## src/sv/mbenc_pkg.sv

```systemverilog
package mbenc_pkg;

    // Fixed field widths.
    localparam int WORD_W      = 32;
    localparam int SIZE_W      = 19;
    localparam int NEXT_W      = SIZE_W + 1;
    localparam int CRC_W       = 16;
    localparam int KIND_W      = 3;
    localparam int CFG_INDEX_W = 1;

    // Session geometry.
    localparam int HEADER_BYTES    = 192;
    localparam int MAX_IMAGE_BYTES = 262144;
    localparam int QUEUE_DEPTH     = 4;

    // Register indexes.
    localparam logic [CFG_INDEX_W-1:0] REG_SESSION_KEY = 1'd0;
    localparam logic [CFG_INDEX_W-1:0] REG_IMAGE_BYTES = 1'd1;

    // Input operations.
    localparam logic OP_BEGIN = 1'b0;
    localparam logic OP_WORD  = 1'b1;

    // Result kinds.
    localparam logic [KIND_W-1:0] KIND_LOCAL_KEY = 3'd0;
    localparam logic [KIND_W-1:0] KIND_HEADER    = 3'd1;
    localparam logic [KIND_W-1:0] KIND_IMAGE     = 3'd2;
    localparam logic [KIND_W-1:0] KIND_CHECKSUM  = 3'd3;
    localparam logic [KIND_W-1:0] KIND_REJECTED  = 3'd4;

    // Cipher constants.
    localparam logic [WORD_W-1:0] KEY_MULT    = 32'h6177614B;
    localparam logic [WORD_W-1:0] STREAM_XOR  = 32'h20796220;
    localparam logic [WORD_W-1:0] OFFSET_BIAS = 32'h0200_0000;
    localparam logic [CRC_W-1:0]  CRC_INIT    = 16'h15A0;
    localparam logic [CRC_W-1:0]  CRC_POLY    = 16'ha1c1;
    localparam logic [SIZE_W-1:0] IMAGE_BYTES_RESET = 19'd192;

    // Local key derivation constants. The two byte keys are given with the
    // byte for the lowest lane in the lowest bits, which already folds in the
    // byte swap applied on the link.
    localparam logic [WORD_W-1:0] LK_SIZE_BIAS = 32'h200;
    localparam logic [WORD_W-1:0] LK_FIXED     = 32'h0038_0000;
    localparam logic [WORD_W-1:0] LK_HIGH_BITS = 32'h8080_8080;
    localparam logic [WORD_W-1:0] LK_KEY_LOW   = 32'h6177614B;
    localparam logic [WORD_W-1:0] LK_KEY_HIGH  = 32'h6F646573;

    // One queue entry: an item already classified by the front, with every
    // operand the back needs to form its one or two results.
    typedef struct packed {
        logic [KIND_W-1:0] kind;
        logic              encrypt;
        logic              has_chk;
        logic [WORD_W-1:0] word;
        logic [WORD_W-1:0] key_a;
        logic [NEXT_W-1:0] off_a;
        logic [WORD_W-1:0] chk;
        logic [WORD_W-1:0] key_b;
        logic [NEXT_W-1:0] off_b;
    } entry_t;

    // Byte-swapped local key for a padded image size.
    function automatic logic [WORD_W-1:0] local_key(input logic [WORD_W-1:0] padded);
        logic [WORD_W-1:0] s;
        logic [WORD_W-1:0] a;
        logic [WORD_W-1:0] sum;
        logic [WORD_W-1:0] b;
        s   = (padded - LK_SIZE_BIAS) >> 3;
        a   = ((s & 32'h3F80) << 1) | ((s & 32'h4000) << 2) | (s & 32'h7F) | LK_FIXED;
        sum = (a >> 8) + (a >> 16) + a;
        b   = (sum << 24) | a | LK_HIGH_BITS;
        return b[9] ? (b ^ LK_KEY_HIGH) : (b ^ LK_KEY_LOW);
    endfunction

    // Bit-serial checksum over one word, LSB first. It is linear, so the
    // unrolled form is a plain XOR network.
    function automatic logic [CRC_W-1:0] crc_word(input logic [CRC_W-1:0] crc,
                                                  input logic [WORD_W-1:0] v);
        logic [CRC_W-1:0] c;
        logic             fb;
        c = crc;
        for (int i = 0; i < WORD_W; i++) begin
            fb = c[0] ^ v[i];
            c  = c >> 1;
            if (fb)
            begin
                c = c ^ CRC_POLY;
            end
        end
        return c;
    endfunction

    // Key stream word combined with the negated offset term.
    function automatic logic [WORD_W-1:0] mask_word(input logic [WORD_W-1:0] key,
                                                    input logic [NEXT_W-1:0] off);
        logic [WORD_W-1:0] biased;
        biased = {{(WORD_W-NEXT_W){1'b0}}, off} + OFFSET_BIAS;
        return key ^ (32'd0 - biased) ^ STREAM_XOR;
    endfunction

endpackage

```

## src/sv/mbenc_front.sv

```systemverilog
module mbenc_front (
    input  logic                                  clk,
    input  logic                                  rst_n,
    input  logic                                  cfg_valid,
    output logic                                  cfg_ready,
    input  logic [mbenc_pkg::CFG_INDEX_W-1:0]     cfg_index,
    input  logic [mbenc_pkg::WORD_W-1:0]          cfg_data,
    input  logic                                  s_tvalid,
    output logic                                  s_tready,
    input  logic [mbenc_pkg::WORD_W-1:0]          s_tdata,
    input  logic [0:0]                            s_tuser,
    input  logic                                  queue_full,
    output logic                                  push,
    output mbenc_pkg::entry_t                     entry
);

    logic [mbenc_pkg::WORD_W-1:0] session_key_reg, session_key_next;
    logic [mbenc_pkg::SIZE_W-1:0] image_bytes_reg, image_bytes_next;
    logic [mbenc_pkg::SIZE_W-1:0] offset_reg, offset_next;
    logic [mbenc_pkg::WORD_W-1:0] next_key_reg, next_key_next;
    logic [mbenc_pkg::CRC_W-1:0]  crc_reg, crc_next;
    logic                         finished_reg, finished_next;

    logic [mbenc_pkg::SIZE_W-1:0] size_wr;
    logic [mbenc_pkg::NEXT_W-1:0] next_off;
    logic [mbenc_pkg::NEXT_W-1:0] padded;
    logic                         in_header;
    logic                         past_end;
    logic                         done;
    logic [mbenc_pkg::WORD_W-1:0] msg;
    logic [mbenc_pkg::CRC_W-1:0]  crc_new;
    logic [mbenc_pkg::WORD_W-1:0] mult_in;
    logic [mbenc_pkg::WORD_W-1:0] mult_out;
    logic                         is_begin;

    assign cfg_ready = 1'b1;
    assign s_tready  = !queue_full;
    assign push      = s_tvalid && s_tready;
    assign is_begin  = (s_tuser[0] == mbenc_pkg::OP_BEGIN);

    assign size_wr   = cfg_data[mbenc_pkg::SIZE_W-1:0];
    assign next_off  = {1'b0, offset_reg} + mbenc_pkg::NEXT_W'(4);
    assign padded    = ({1'b0, image_bytes_reg} + mbenc_pkg::NEXT_W'(7))
                       & ~mbenc_pkg::NEXT_W'(7);
    assign in_header = offset_reg < mbenc_pkg::SIZE_W'(mbenc_pkg::HEADER_BYTES);
    assign past_end  = offset_reg >= image_bytes_reg;
    assign done      = (next_off >= mbenc_pkg::NEXT_W'(mbenc_pkg::HEADER_BYTES))
                       && (next_off >= padded);
    assign msg       = past_end ? '0 : s_tdata;
    assign crc_new   = mbenc_pkg::crc_word(crc_reg, msg);

    // The one key multiplier: it loads the session key on a begin and
    // otherwise steps the key one word ahead.
    assign mult_in  = is_begin ? session_key_reg : next_key_reg;
    assign mult_out = mult_in * mbenc_pkg::KEY_MULT + 32'd1;

    always_comb
    begin
        session_key_next = session_key_reg;
        image_bytes_next = image_bytes_reg;
        if (cfg_valid && cfg_ready)
        begin
            unique case (cfg_index)
                mbenc_pkg::REG_SESSION_KEY:
                begin
                    session_key_next = cfg_data;
                end
                mbenc_pkg::REG_IMAGE_BYTES:
                begin
                    if ({13'd0, size_wr} > 32'(mbenc_pkg::MAX_IMAGE_BYTES))
                    begin
                        image_bytes_next = mbenc_pkg::SIZE_W'(mbenc_pkg::MAX_IMAGE_BYTES);
                    end
                    else
                    begin
                        image_bytes_next = size_wr;
                    end
                end
                default:
                begin
                    session_key_next = session_key_reg;
                end
            endcase
        end
    end

    always_comb
    begin
        offset_next   = offset_reg;
        next_key_next = next_key_reg;
        crc_next      = crc_reg;
        finished_next = finished_reg;

        entry         = '0;
        entry.key_a   = next_key_reg;
        entry.off_a   = {1'b0, offset_reg};
        entry.off_b   = next_off;
        entry.chk     = {image_bytes_reg[15:0], in_header ? crc_reg : crc_new};
        entry.key_b   = in_header ? next_key_reg : mult_out;

        if (is_begin)
        begin
            entry.kind = mbenc_pkg::KIND_LOCAL_KEY;
            entry.word = mbenc_pkg::local_key({12'd0, padded});
        end
        else if (finished_reg)
        begin
            entry.kind = mbenc_pkg::KIND_REJECTED;
        end
        else if (in_header)
        begin
            entry.kind    = mbenc_pkg::KIND_HEADER;
            entry.word    = s_tdata;
            entry.has_chk = done;
        end
        else
        begin
            entry.kind    = mbenc_pkg::KIND_IMAGE;
            entry.word    = msg;
            entry.encrypt = 1'b1;
            entry.has_chk = done;
        end

        if (push)
        begin
            if (is_begin)
            begin
                offset_next   = '0;
                next_key_next = mult_out;
                crc_next      = mbenc_pkg::CRC_INIT;
                finished_next = 1'b0;
            end
            else if (!finished_reg)
            begin
                offset_next   = next_off[mbenc_pkg::SIZE_W-1:0];
                finished_next = done;
                if (!in_header)
                begin
                    next_key_next = mult_out;
                    crc_next      = crc_new;
                end
            end
        end
    end

    always_ff @(posedge clk or negedge rst_n)
    begin
        if (!rst_n)
        begin
            session_key_reg <= '0;
            image_bytes_reg <= mbenc_pkg::IMAGE_BYTES_RESET;
            offset_reg      <= '0;
            next_key_reg    <= 32'd1;
            crc_reg         <= mbenc_pkg::CRC_INIT;
            finished_reg    <= 1'b0;
        end
        else
        begin
            session_key_reg <= session_key_next;
            image_bytes_reg <= image_bytes_next;
            offset_reg      <= offset_next;
            next_key_reg    <= next_key_next;
            crc_reg         <= crc_next;
            finished_reg    <= finished_next;
        end
    end

    a_begin_restarts: assert property (@(posedge clk) disable iff (!rst_n)
        (push && is_begin) |=> (!finished_reg && offset_reg == '0))
        else $error("begin item did not restart the session");

endmodule

```

## src/sv/mbenc_queue.sv

```systemverilog
module mbenc_queue #(
    parameter int DEPTH = mbenc_pkg::QUEUE_DEPTH
) (
    input  logic              clk,
    input  logic              rst_n,
    input  logic              push,
    input  mbenc_pkg::entry_t push_entry,
    output logic              full,
    input  logic              pop,
    output logic              head_valid,
    output mbenc_pkg::entry_t head
);

    localparam int PTR_W = (DEPTH > 1) ? $clog2(DEPTH) : 1;
    localparam int CNT_W = $clog2(DEPTH + 1);

    mbenc_pkg::entry_t slots_reg [DEPTH];
    logic [PTR_W-1:0]  wr_ptr_reg, wr_ptr_next;
    logic [PTR_W-1:0]  rd_ptr_reg, rd_ptr_next;
    logic [CNT_W-1:0]  count_reg, count_next;

    assign full       = (count_reg == CNT_W'(DEPTH));
    assign head_valid = (count_reg != '0);
    assign head       = slots_reg[rd_ptr_reg];

    always_comb
    begin
        wr_ptr_next = wr_ptr_reg;
        rd_ptr_next = rd_ptr_reg;
        count_next  = count_reg;
        if (push)
        begin
            wr_ptr_next = (wr_ptr_reg == PTR_W'(DEPTH - 1)) ? '0 : wr_ptr_reg + 1'b1;
        end
        if (pop)
        begin
            rd_ptr_next = (rd_ptr_reg == PTR_W'(DEPTH - 1)) ? '0 : rd_ptr_reg + 1'b1;
        end
        if (push && !pop)
        begin
            count_next = count_reg + 1'b1;
        end
        else if (pop && !push)
        begin
            count_next = count_reg - 1'b1;
        end
    end

    always_ff @(posedge clk)
    begin
        if (push)
        begin
            slots_reg[wr_ptr_reg] <= push_entry;
        end
    end

    always_ff @(posedge clk or negedge rst_n)
    begin
        if (!rst_n)
        begin
            wr_ptr_reg <= '0;
            rd_ptr_reg <= '0;
            count_reg  <= '0;
        end
        else
        begin
            wr_ptr_reg <= wr_ptr_next;
            rd_ptr_reg <= rd_ptr_next;
            count_reg  <= count_next;
        end
    end

    a_no_overflow: assert property (@(posedge clk) disable iff (!rst_n)
        (push && !pop) |-> !full)
        else $error("item pushed into a full queue");

endmodule

```

## src/sv/mbenc_back.sv

```systemverilog
module mbenc_back (
    input  logic                              clk,
    input  logic                              rst_n,
    input  logic                              head_valid,
    input  mbenc_pkg::entry_t                 head,
    output logic                              pop,
    output logic                              m_tvalid,
    input  logic                              m_tready,
    output logic [mbenc_pkg::WORD_W-1:0]      m_tdata,
    output logic [mbenc_pkg::KIND_W-1:0]      m_tuser,
    output logic                              m_tlast
);

    logic                         valid_reg, valid_next;
    logic                         phase_reg, phase_next;
    logic [mbenc_pkg::WORD_W-1:0] word_reg;
    logic [mbenc_pkg::KIND_W-1:0] kind_reg;
    logic                         last_reg;

    logic                         load;
    logic [mbenc_pkg::WORD_W-1:0] mask;
    logic [mbenc_pkg::WORD_W-1:0] first_word;

    // A single mask unit serves the image word in the first phase and the
    // checksum word in the second.
    assign mask = mbenc_pkg::mask_word(phase_reg ? head.key_b : head.key_a,
                                       phase_reg ? head.off_b : head.off_a);
    assign first_word = head.encrypt ? (head.word ^ mask) : head.word;

    assign load = head_valid && (!valid_reg || m_tready);
    assign pop  = load && (phase_reg || !head.has_chk);

    assign m_tvalid = valid_reg;
    assign m_tdata  = word_reg;
    assign m_tuser  = kind_reg;
    assign m_tlast  = last_reg;

    always_comb
    begin
        phase_next = phase_reg;
        valid_next = valid_reg;
        if (load)
        begin
            valid_next = 1'b1;
            phase_next = !phase_reg && head.has_chk;
        end
        else if (m_tready)
        begin
            valid_next = 1'b0;
        end
    end

    always_ff @(posedge clk)
    begin
        if (load)
        begin
            if (phase_reg)
            begin
                word_reg <= head.chk ^ mask;
                kind_reg <= mbenc_pkg::KIND_CHECKSUM;
                last_reg <= 1'b1;
            end
            else
            begin
                word_reg <= first_word;
                kind_reg <= head.kind;
                last_reg <= !head.has_chk;
            end
        end
    end

    always_ff @(posedge clk or negedge rst_n)
    begin
        if (!rst_n)
        begin
            valid_reg <= 1'b0;
            phase_reg <= 1'b0;
        end
        else
        begin
            valid_reg <= valid_next;
            phase_reg <= phase_next;
        end
    end

    a_phase_has_entry: assert property (@(posedge clk) disable iff (!rst_n)
        phase_reg |-> (head_valid && head.has_chk))
        else $error("checksum phase without a pending entry");

    a_checksum_last: assert property (@(posedge clk) disable iff (!rst_n)
        (valid_reg && kind_reg == mbenc_pkg::KIND_CHECKSUM) |-> last_reg)
        else $error("checksum word not marked last");

endmodule

```

## src/sv/multiboot_image_encryptor.sv

```systemverilog
// After an item is accepted, its entry is written into a queue slot, and its result is then
// loaded into the output register of the back end; an entry may first wait in the queue.
// Throughput: one item per cycle while the queue is not full. The item that closes the image
// yields its word and then the checksum word, which the back end's mask unit forms.
// Reset (rst_n, asynchronous, active low) clears the queue and the output, restores the
// registers and session state to their reset values, and the block is ready at once.
module multiboot_image_encryptor #(
    parameter int QUEUE_DEPTH = mbenc_pkg::QUEUE_DEPTH
) (
    input  logic                              clk,
    input  logic                              rst_n,
    // Configuration writes: index 0 is the session key, index 1 the image size in bytes.
    input  logic                              cfg_valid,
    output logic                              cfg_ready,
    input  logic [mbenc_pkg::CFG_INDEX_W-1:0] cfg_index,
    input  logic [mbenc_pkg::WORD_W-1:0]      cfg_data,
    // Input items.
    input  logic                              s_tvalid,
    output logic                              s_tready,
    input  logic [mbenc_pkg::WORD_W-1:0]      s_tdata,   // [31:0] data_word
    input  logic [0:0]                        s_tuser,   // [0] operation
    // Result items.
    output logic                              m_tvalid,
    input  logic                              m_tready,
    output logic [mbenc_pkg::WORD_W-1:0]      m_tdata,   // [31:0] out_word
    output logic [mbenc_pkg::KIND_W-1:0]      m_tuser,   // [2:0] word_kind
    output logic                              m_tlast    // last
);

    // The front owns all session state: the byte offset, the key stream, the
    // running checksum and the finished flag. It classifies each item as it is
    // accepted and writes a fully prepared entry into the queue, so its state
    // advances at one item per cycle while the queue has room, stalling only on a full queue.
    logic              push;
    logic              queue_full;
    mbenc_pkg::entry_t push_entry;

    // The back drains the queue into the output register. A closing item keeps its
    // entry at the head of the queue until its checksum word is loaded as well.
    logic              pop;
    logic              head_valid;
    mbenc_pkg::entry_t head;

    mbenc_front u_front (
        .clk        (clk),
        .rst_n      (rst_n),
        .cfg_valid  (cfg_valid),
        .cfg_ready  (cfg_ready),
        .cfg_index  (cfg_index),
        .cfg_data   (cfg_data),
        .s_tvalid   (s_tvalid),
        .s_tready   (s_tready),
        .s_tdata    (s_tdata),
        .s_tuser    (s_tuser),
        .queue_full (queue_full),
        .push       (push),
        .entry      (push_entry)
    );

    mbenc_queue #(
        .DEPTH (QUEUE_DEPTH)
    ) u_queue (
        .clk        (clk),
        .rst_n      (rst_n),
        .push       (push),
        .push_entry (push_entry),
        .full       (queue_full),
        .pop        (pop),
        .head_valid (head_valid),
        .head       (head)
    );

    mbenc_back u_back (
        .clk        (clk),
        .rst_n      (rst_n),
        .head_valid (head_valid),
        .head       (head),
        .pop        (pop),
        .m_tvalid   (m_tvalid),
        .m_tready   (m_tready),
        .m_tdata    (m_tdata),
        .m_tuser    (m_tuser),
        .m_tlast    (m_tlast)
    );

endmodule

```

## config.mk

```make
export PLATFORM = sky130hd
export DESIGN_NAME = multiboot_image_encryptor
export DESIGN_NICKNAME = d
export VERILOG_FILES = /design/src/sv/mbenc_pkg.sv /design/src/sv/mbenc_front.sv /design/src/sv/mbenc_queue.sv /design/src/sv/mbenc_back.sv /design/src/sv/multiboot_image_encryptor.sv
export SDC_FILE = /design/constraint.sdc
export NUM_CORES = 2
export LEC_CHECK = 0
export ABC_AREA = 1
export ABC_CLOCK_PERIOD_IN_PS = 23100
export BUFFER_PORTS_ARGS = -buffer_cell sky130_fd_sc_hd__buf_4
export CORE_ASPECT_RATIO = 0.8
export CORE_MARGIN = 4
export CORE_UTILIZATION = 32
export DETAILED_ROUTE_END_ITERATION = 6
export GPL_TIMING_DRIVEN = 0
export HOLD_SLACK_MARGIN = 0.03
export SLEW_MARGIN = 20
export SYNTH_ARGS = -nofsm -noshare
export SYNTH_HDL_FRONTEND = slang
export SYNTH_SLANG_ARGS = --single-unit
```

## constraint.sdc

```tcl
create_clock -name clk -period 23.1 [get_ports clk]
set_clock_uncertainty 0.15 [all_clocks]
set_input_delay 2.31 -clock clk [delete_from_list [all_inputs] [get_ports clk]]
set_output_delay 2.31 -clock clk [all_outputs]
set_load 0.01 [all_outputs]
```

# Word level (Yosys, flattened, before mapping)
# Memory sizes are Yosys's and may differ from the RTL's.
# Index checks and enable logic that the tools add are counted.
[totals]
input_bits = 71
memories = 1
ff_bits = 164
ram_bits = 688
output_inout_bits = 39
wordCells = 198
[mem_list]
columns = ["name", "depth", "width", "rd", "rd_clocked_by_memory_dff", "wr", "line", "rtl"]
rows = [
  ["u_queue.slots_reg", 4, 172, 1, 0, 1, "mbenc_queue.sv:17", "mbenc_pkg::entry_t slots_reg [DEPTH];"],
]
[classes]
bitwise = 74
n_eq_ne = 4
order_cmp = 5
n_reduce_logical = 21
mul = 1
muxes = 66
add_sub_neg = 12
[ops]
columns = ["operator", "count"]
rows = [
  ["16-bit 2-to-1 mux", 35],
  ["32-bit 2-to-1 mux", 10],
  ["5-bit inverter with 6-bit output", 32],
  ["32-bit bitwise XOR", 3],
  ["19-bit 2-to-1 mux", 3],
  ["19-bit by 3-bit adder with 20-bit output (second input constant)", 2],
  ["34-bit 2-to-1 mux", 1],
  ["32-bit by 1-bit adder with 32-bit output (second input constant)", 1],
  ["32-bit by 31-bit multiplier with 32-bit output (second input constant)", 1],
  ["1-bit by 32-bit subtractor with 32-bit output (first input constant)", 1],
  ["1-bit bitwise XOR", 32],
  ["31-bit 2-to-1 mux", 1],
  ["31-bit OR", 1],
  ["20-bit by 26-bit adder with 27-bit output (second input constant)", 1],
  ["20-bit greater-or-equal comparator", 1],
  ["20-bit by 8-bit greater-or-equal comparator with 1-bit output (second input constant)", 1],
  ["20-bit 2-to-1 mux", 1],
  ["19-bit greater-or-equal comparator", 1],
  ["19-bit > comparator (second input constant)", 1],
  ["19-bit by 8-bit < comparator with 1-bit output (second input constant)", 1],
  ["18-bit inverter", 1],
  ["18-bit by 10-bit subtractor with 18-bit output (second input constant)", 1],
  ["15-bit by 17-bit OR with 17-bit output", 1],
  ["17-bit by 7-bit OR with 17-bit output", 1],
  ["other kinds (19)", 49],
]

# Logic depth before layout (Yosys ltp)
[depth]
depth_word = 69
mapped_depth = 62
depth_no_buf = 62

# Modules after synthesis
# From an unflattened synthesis, not the netlist that was laid out.
[hier_totals]
hier_cells = 4914
hier_area_um2 = 50209.4
[by_module_without_submodules]
columns = ["module", "instances", "area_each_um2", "cells_each"]
rows = [
  ["mbenc_queue", 1, 28068.2, 2071],
  ["mbenc_front", 1, 18211.2, 2257],
  ["mbenc_back", 1, 3930.0, 586],
]

# Worst setup path before layout
# No wires, ideal clock.
[synth_timing]
path_kind = "input to register"
startpoint = "in s_tuser"
endpoint = "reg u_front.next_key_reg[31] in the netlist's numbering"
arrival_ps = 10310
stages = 46
required_time_ps = 22817
path_slack_ps = 12507
cell_sequence = "clkbuf_1 clkbuf_1 clkbuf_1 clkbuf_1 clkbuf_1 nand2_1 o21ai_0 inv_1 ha_1 inv_1 fa_1 inv_1 ha_1 ha_1 ha_1 inv_1 fa_1 fa_1 (+10 left out) o21ai_0 a31oi_1 inv_1 a21oi_1 o21bai_1 a21oi_1 o21bai_1 a21o_1 a21oi_1 o21ai_0 nand3_1 nand2_1 a31oi_1 xor2_1 nand2_1 o21ai_0 nor2_1 o22ai_1"
[synth_lines]
columns = ["element", "line", "rtl"]
rows = [
  ["start, declared", "multiboot_image_encryptor.sv:21", "input logic [0:0] s_tuser,"],
  ["end signal, assigned", "mbenc_front.sv:162", "next_key_reg <= next_key_next;"],
  ["end, declared", "mbenc_front.sv:20", "logic [mbenc_pkg::WORD_W-1:0] next_key_reg, next_key_next;"],
]

==> flow_summary.html <==
<table>
<tr><th>Metric</th><th>Value</th></tr>
<tr><th colspan="2">Run status</th></tr>
<tr><td>Run status</td><td>completed</td></tr>
<tr><th colspan="2">Finish</th></tr>
<tr><td>Non-filler instance count after layout</td><td>6,566</td></tr>
<tr><td>Most frequent cells in the layout</td><td>sky130_fd_sc_hd__edfxtp_1, sky130_fd_sc_hd__inv_1, sky130_fd_sc_hd__nor2_1, sky130_fd_sc_hd__o21ai_0, sky130_fd_sc_hd__nand2_1</td></tr>
<tr><td>Multi-input logic area</td><td>0.0190 mm²</td></tr>
<tr><td>Antenna cell count</td><td>0</td></tr>
<tr><td>Final core utilization</td><td>0.370</td></tr>
<tr><td>Final design area excluding fillers</td><td>0.0530 mm²</td></tr>
<tr><td>Synthesis-to-finish area growth</td><td>14.9%</td></tr>
<tr><td>Max reg flops</td><td>668</td></tr>
<tr><td>Most common cell after layout, fill and taps aside</td><td>sky130_fd_sc_hd__edfxtp_1</td></tr>
<tr><td>Share of layout cells above drive strength 1</td><td>0.0890</td></tr>
<tr><td>Sequential cell area</td><td>0.0243 mm²</td></tr>
<tr><td>Filler cells</td><td>14,100</td></tr>
<tr><td>Net count reported at finish</td><td>5,081</td></tr>
<tr><th colspan="2">STA</th></tr>
<tr><td>Period Utilization, post-route</td><td>0.605</td></tr>
<tr><td>Unrepaired setup endpoints after global routing</td><td>false</td></tr>
<tr><td>Max Slew Vio Count</td><td>0</td></tr>
<tr><td>Normalized max-slew margin</td><td>0.176</td></tr>
<tr><td>Highest attainable clock frequency</td><td>0.0716 GHz</td></tr>
<tr><td>Final hold violation count</td><td>0</td></tr>
<tr><td>Final setup fails</td><td>0</td></tr>
<tr><td>Transition time of the tightest slew-check pin</td><td>1.23 ns</td></tr>
<tr><td>Final worst path period need</td><td>13.97 ns</td></tr>
<tr><td>Sum of negative setup slack</td><td>0 ns</td></tr>
<tr><th colspan="2">Clock tree</th></tr>
<tr><td>TritonCTS sink count</td><td>830</td></tr>
<tr><td>Depth of the CTS H-tree</td><td>3</td></tr>
<tr><td>CTS Root Buffer Type</td><td>sky130_fd_sc_hd__clkbuf_16</td></tr>
<tr><td>CTS Buffer Depth</td><td>3</td></tr>
<tr><td>Clock latency on the worst-skew pair</td><td>0.71 ns</td></tr>
<tr><td>Clock slew seen by the registers of the worst setup and hold paths</td><td>0.06 ns</td></tr>
<tr><td>Post CTS Setup Buffer Count</td><td>0</td></tr>
<tr><td>Post-cts gate resize count</td><td>0</td></tr>
<tr><td>Clock tree from TritonCTS</td><td>done</td></tr>
<tr><td>Total CTS buffers</td><td>85</td></tr>
<tr><td>Total of hold buffers inserted after clock tree synthesis</td><td>0</td></tr>
<tr><th colspan="2">Setup path</th></tr>
<tr><td>WP data arrival</td><td>14.36 ns</td></tr>
<tr><td>Number of cells on the worst reg-to-reg path</td><td>40</td></tr>
<tr><td>Most common cell on crit path</td><td>sky130_fd_sc_hd__inv_1</td></tr>
<tr><td>Nature of the critical path endpoint</td><td>register</td></tr>
<tr><td>Crit path launch type</td><td>input port</td></tr>
<tr><td>Slowest Stage Delay on Critical Path</td><td>0.81 ns</td></tr>
<tr><td>Slowest library cell on the worst path</td><td>sky130_fd_sc_hd__clkbuf_1</td></tr>
<tr><td>Critical path class</td><td>in -&gt; reg</td></tr>
<tr><td>Worst r2r dst</td><td>u_front.next_key_reg[31]</td></tr>
<tr><td>Reg-to-reg startpoint</td><td>u_front.session_key_reg[8]</td></tr>
<tr><td>Beginning of the critical path</td><td>s_tuser</td></tr>
<tr><td>Worst-path fanout max</td><td>10</td></tr>
<tr><td>Required time of the critical path</td><td>23.49 ns</td></tr>
<tr><td>R2R setup slack</td><td>13.34 ns</td></tr>
<tr><th colspan="2">Yosys</th></tr>
<tr><td>Total of flip-flops plus latches after synthesis</td><td>830</td></tr>
<tr><td>Number of cells produced by synthesis</td><td>4,368</td></tr>
<tr><td>Number of warning messages in the yosys log</td><td>0</td></tr>
<tr><td>Sequential cell area fraction in the yosys report</td><td>0.526</td></tr>
<tr><td>Post-synthesis average cell area</td><td>10.6 µm²</td></tr>
<tr><td>Distinct cells, synth</td><td>61</td></tr>
<tr><td>Async set-reset flop share out of synthesis</td><td>0.152</td></tr>
<tr><td>Most instantiated flip-flop cell in the synthesis netlist</td><td>sky130_fd_sc_hd__edfxtp_1</td></tr>
<tr><td>Post-synthesis instance area</td><td>0.0462 mm²</td></tr>
<tr><td>Count of flip-flops with a built-in enable after synthesis</td><td>704</td></tr>
<tr><th colspan="2">Hold path</th></tr>
<tr><td>Hold depth</td><td>2</td></tr>
<tr><td>Class of the tightest hold or removal check</td><td>reg -&gt; reg</td></tr>
<tr><td>Critical hold path startpoint</td><td>u_front.session_key_reg[8]</td></tr>
<tr><td>Worst min-delay path endpoint</td><td>u_front.session_key_reg[8]</td></tr>
<tr><th colspan="2">Route</th></tr>
<tr><td>Average wire per cell in the routed design</td><td>23.1 µm</td></tr>
<tr><td>Final routed wirelength across all metal layers</td><td>151,000 µm</td></tr>
<tr><td>TritonRoute pass-1 iters</td><td>5</td></tr>
<tr><td>Detailed-route vias per instance</td><td>5.13</td></tr>
<tr><td>Count of unresolved DRC violations after routing</td><td>0</td></tr>
<tr><td>Violation count after the first detailed-routing iteration</td><td>4,064</td></tr>
<tr><td>Via total after detailed routing</td><td>33,700</td></tr>
<tr><td>Number of nets with antenna violations after routing</td><td>0</td></tr>
<tr><th colspan="2">Global route</th></tr>
<tr><td>GRT Overall Usage</td><td>0.198</td></tr>
<tr><td>Antenna violations before repair</td><td>7</td></tr>
<tr><td>Number of global-route vias before repair</td><td>32,100</td></tr>
<tr><td>Total congestion overflow after global routing</td><td>0</td></tr>
<tr><td>Largest net degree at the start of global routing</td><td>83</td></tr>
<tr><td>Global-route wire length before repair</td><td>218,000 µm</td></tr>
<tr><th colspan="2">Placement</th></tr>
<tr><td>Detailed Place HPWL</td><td>117,000 µm</td></tr>
<tr><td>Placed Instances</td><td>6,408</td></tr>
<tr><td>Count of input and output buffers</td><td>108</td></tr>
<tr><td>Area after detailed placement</td><td>0.0503 mm²</td></tr>
<tr><td>Placer Congestion</td><td>0.956</td></tr>
<tr><th colspan="2">Job</th></tr>
<tr><td>Max_cap viols</td><td>0</td></tr>
<tr><th colspan="2">Floorplan</th></tr>
<tr><td>Area of the die</td><td>0.150 mm²</td></tr>
<tr><td>Initial standard-cell utilization of the core</td><td>0.322</td></tr>
<tr><td>Die span in y</td><td>348 µm</td></tr>
<tr><td>Number of top-level design ports</td><td>110</td></tr>
<tr><td>FP Rows</td><td>124</td></tr>
<tr><td>Standard cell core area</td><td>0.143 mm²</td></tr>
<tr><td>Chip width</td><td>433 µm</td></tr>
</table>
worst max path at each step:
stage	endpoint	depth (start not counted)
2_1_floorplan	u_front.next_key_reg[31]	46
3_3_place_gp	u_queue.slots_reg[3][129]	3
3_5_place_dp	u_front.next_key_reg[31]	47
4_1_cts	u_front.next_key_reg[31]	47
5_1_grt	u_front.next_key_reg[31]	47
6_report	u_front.next_key_reg[31]	47
cells by family after synthesis:
logic type                 count (synthesis)  synth area share
buffers and inverters                    786            0.0644
and+or+nand+nor                         1207             0.111
AOI/OAI and AO/OA                        864             0.105
other                                      1         0.0000812
adders and majority gates                404             0.139
muxes                                     21           0.00509
xor gates and xnor gates                 255            0.0502
DFF                                      830             0.526
stage by stage:
| stage | setup WS (ns) | hold WS, ns |
|---|---|---|
| 6_report | 9.13 | 0.339 |
| 5_1_grt | 8.49 | 0.373 |
| 4_1_cts | 9.37 | 0.338 |
| 3_5_place_dp | 8.65 | 0.323 |
| 3_3_place_gp | 6.20 | 0.323 |
| 2_1_floorplan | 12.51 | 0.298 |
Yosys cell counts (all sizes together), types with 6 or more instances:
library cell	n	area, µm²
dfstp	8	210
fa	179	3580
xor2	157	1420
clkbuf	164	616
nand3	127	713
clkinv	6	22.5
nor3	12	60.1
ha	225	2820
buf	19	95.1
o21bai	7	52.6
o21ai	500	2510
o211ai	8	60.1
xnor2	98	896
inv	597	2240
dfrtp	118	2950
o22ai	180	1130
o31ai	11	82.6
edfxtp	704	21100
a21o	12	90.1
a21oi	87	447
mux2	20	225
a32o	9	90.1
nand4	15	93.8
nand2	505	2040
or2	22	138
a31oi	21	131
and3	7	43.8
o221ai	11	96.3
nor2	511	1970
a221oi	6	52.6
metal layers:
metal / GRT usage / up-vias / wire length (µm)
li1: - / 15200 / -
met1: 0.289 / 16500 / 66600
met2: 0.278 / 1683 / 62100
met3: 0.0634 / 224 / 18200
met4: 0.0586 / 0 / 4490
met5: 0 / - / 0
worst max-delay path, delay by kind of cell:
kind / cells / cell delay [ns]
fa+ha+maj: 8 / 3.21
simple gates: 7 / 0.87
buf+inv: 13 / 3.99
xor+xnor: 1 / 0.17
compound gates: 18 / 3.75
area by class of cell:
type                       count  share of cell area
sequential                   830               0.458
clock inverter                43             0.00884
timing repair buffer         149              0.0320
tap                         1890              0.0446
buffer                       183              0.0134
clock buffer                 114              0.0427
inverter                     603              0.0427
multi-input combinational   2754               0.358
Power is not shown: default switching activity piles up to over one toggle a cycle in this logic, so the estimate is an artifact.
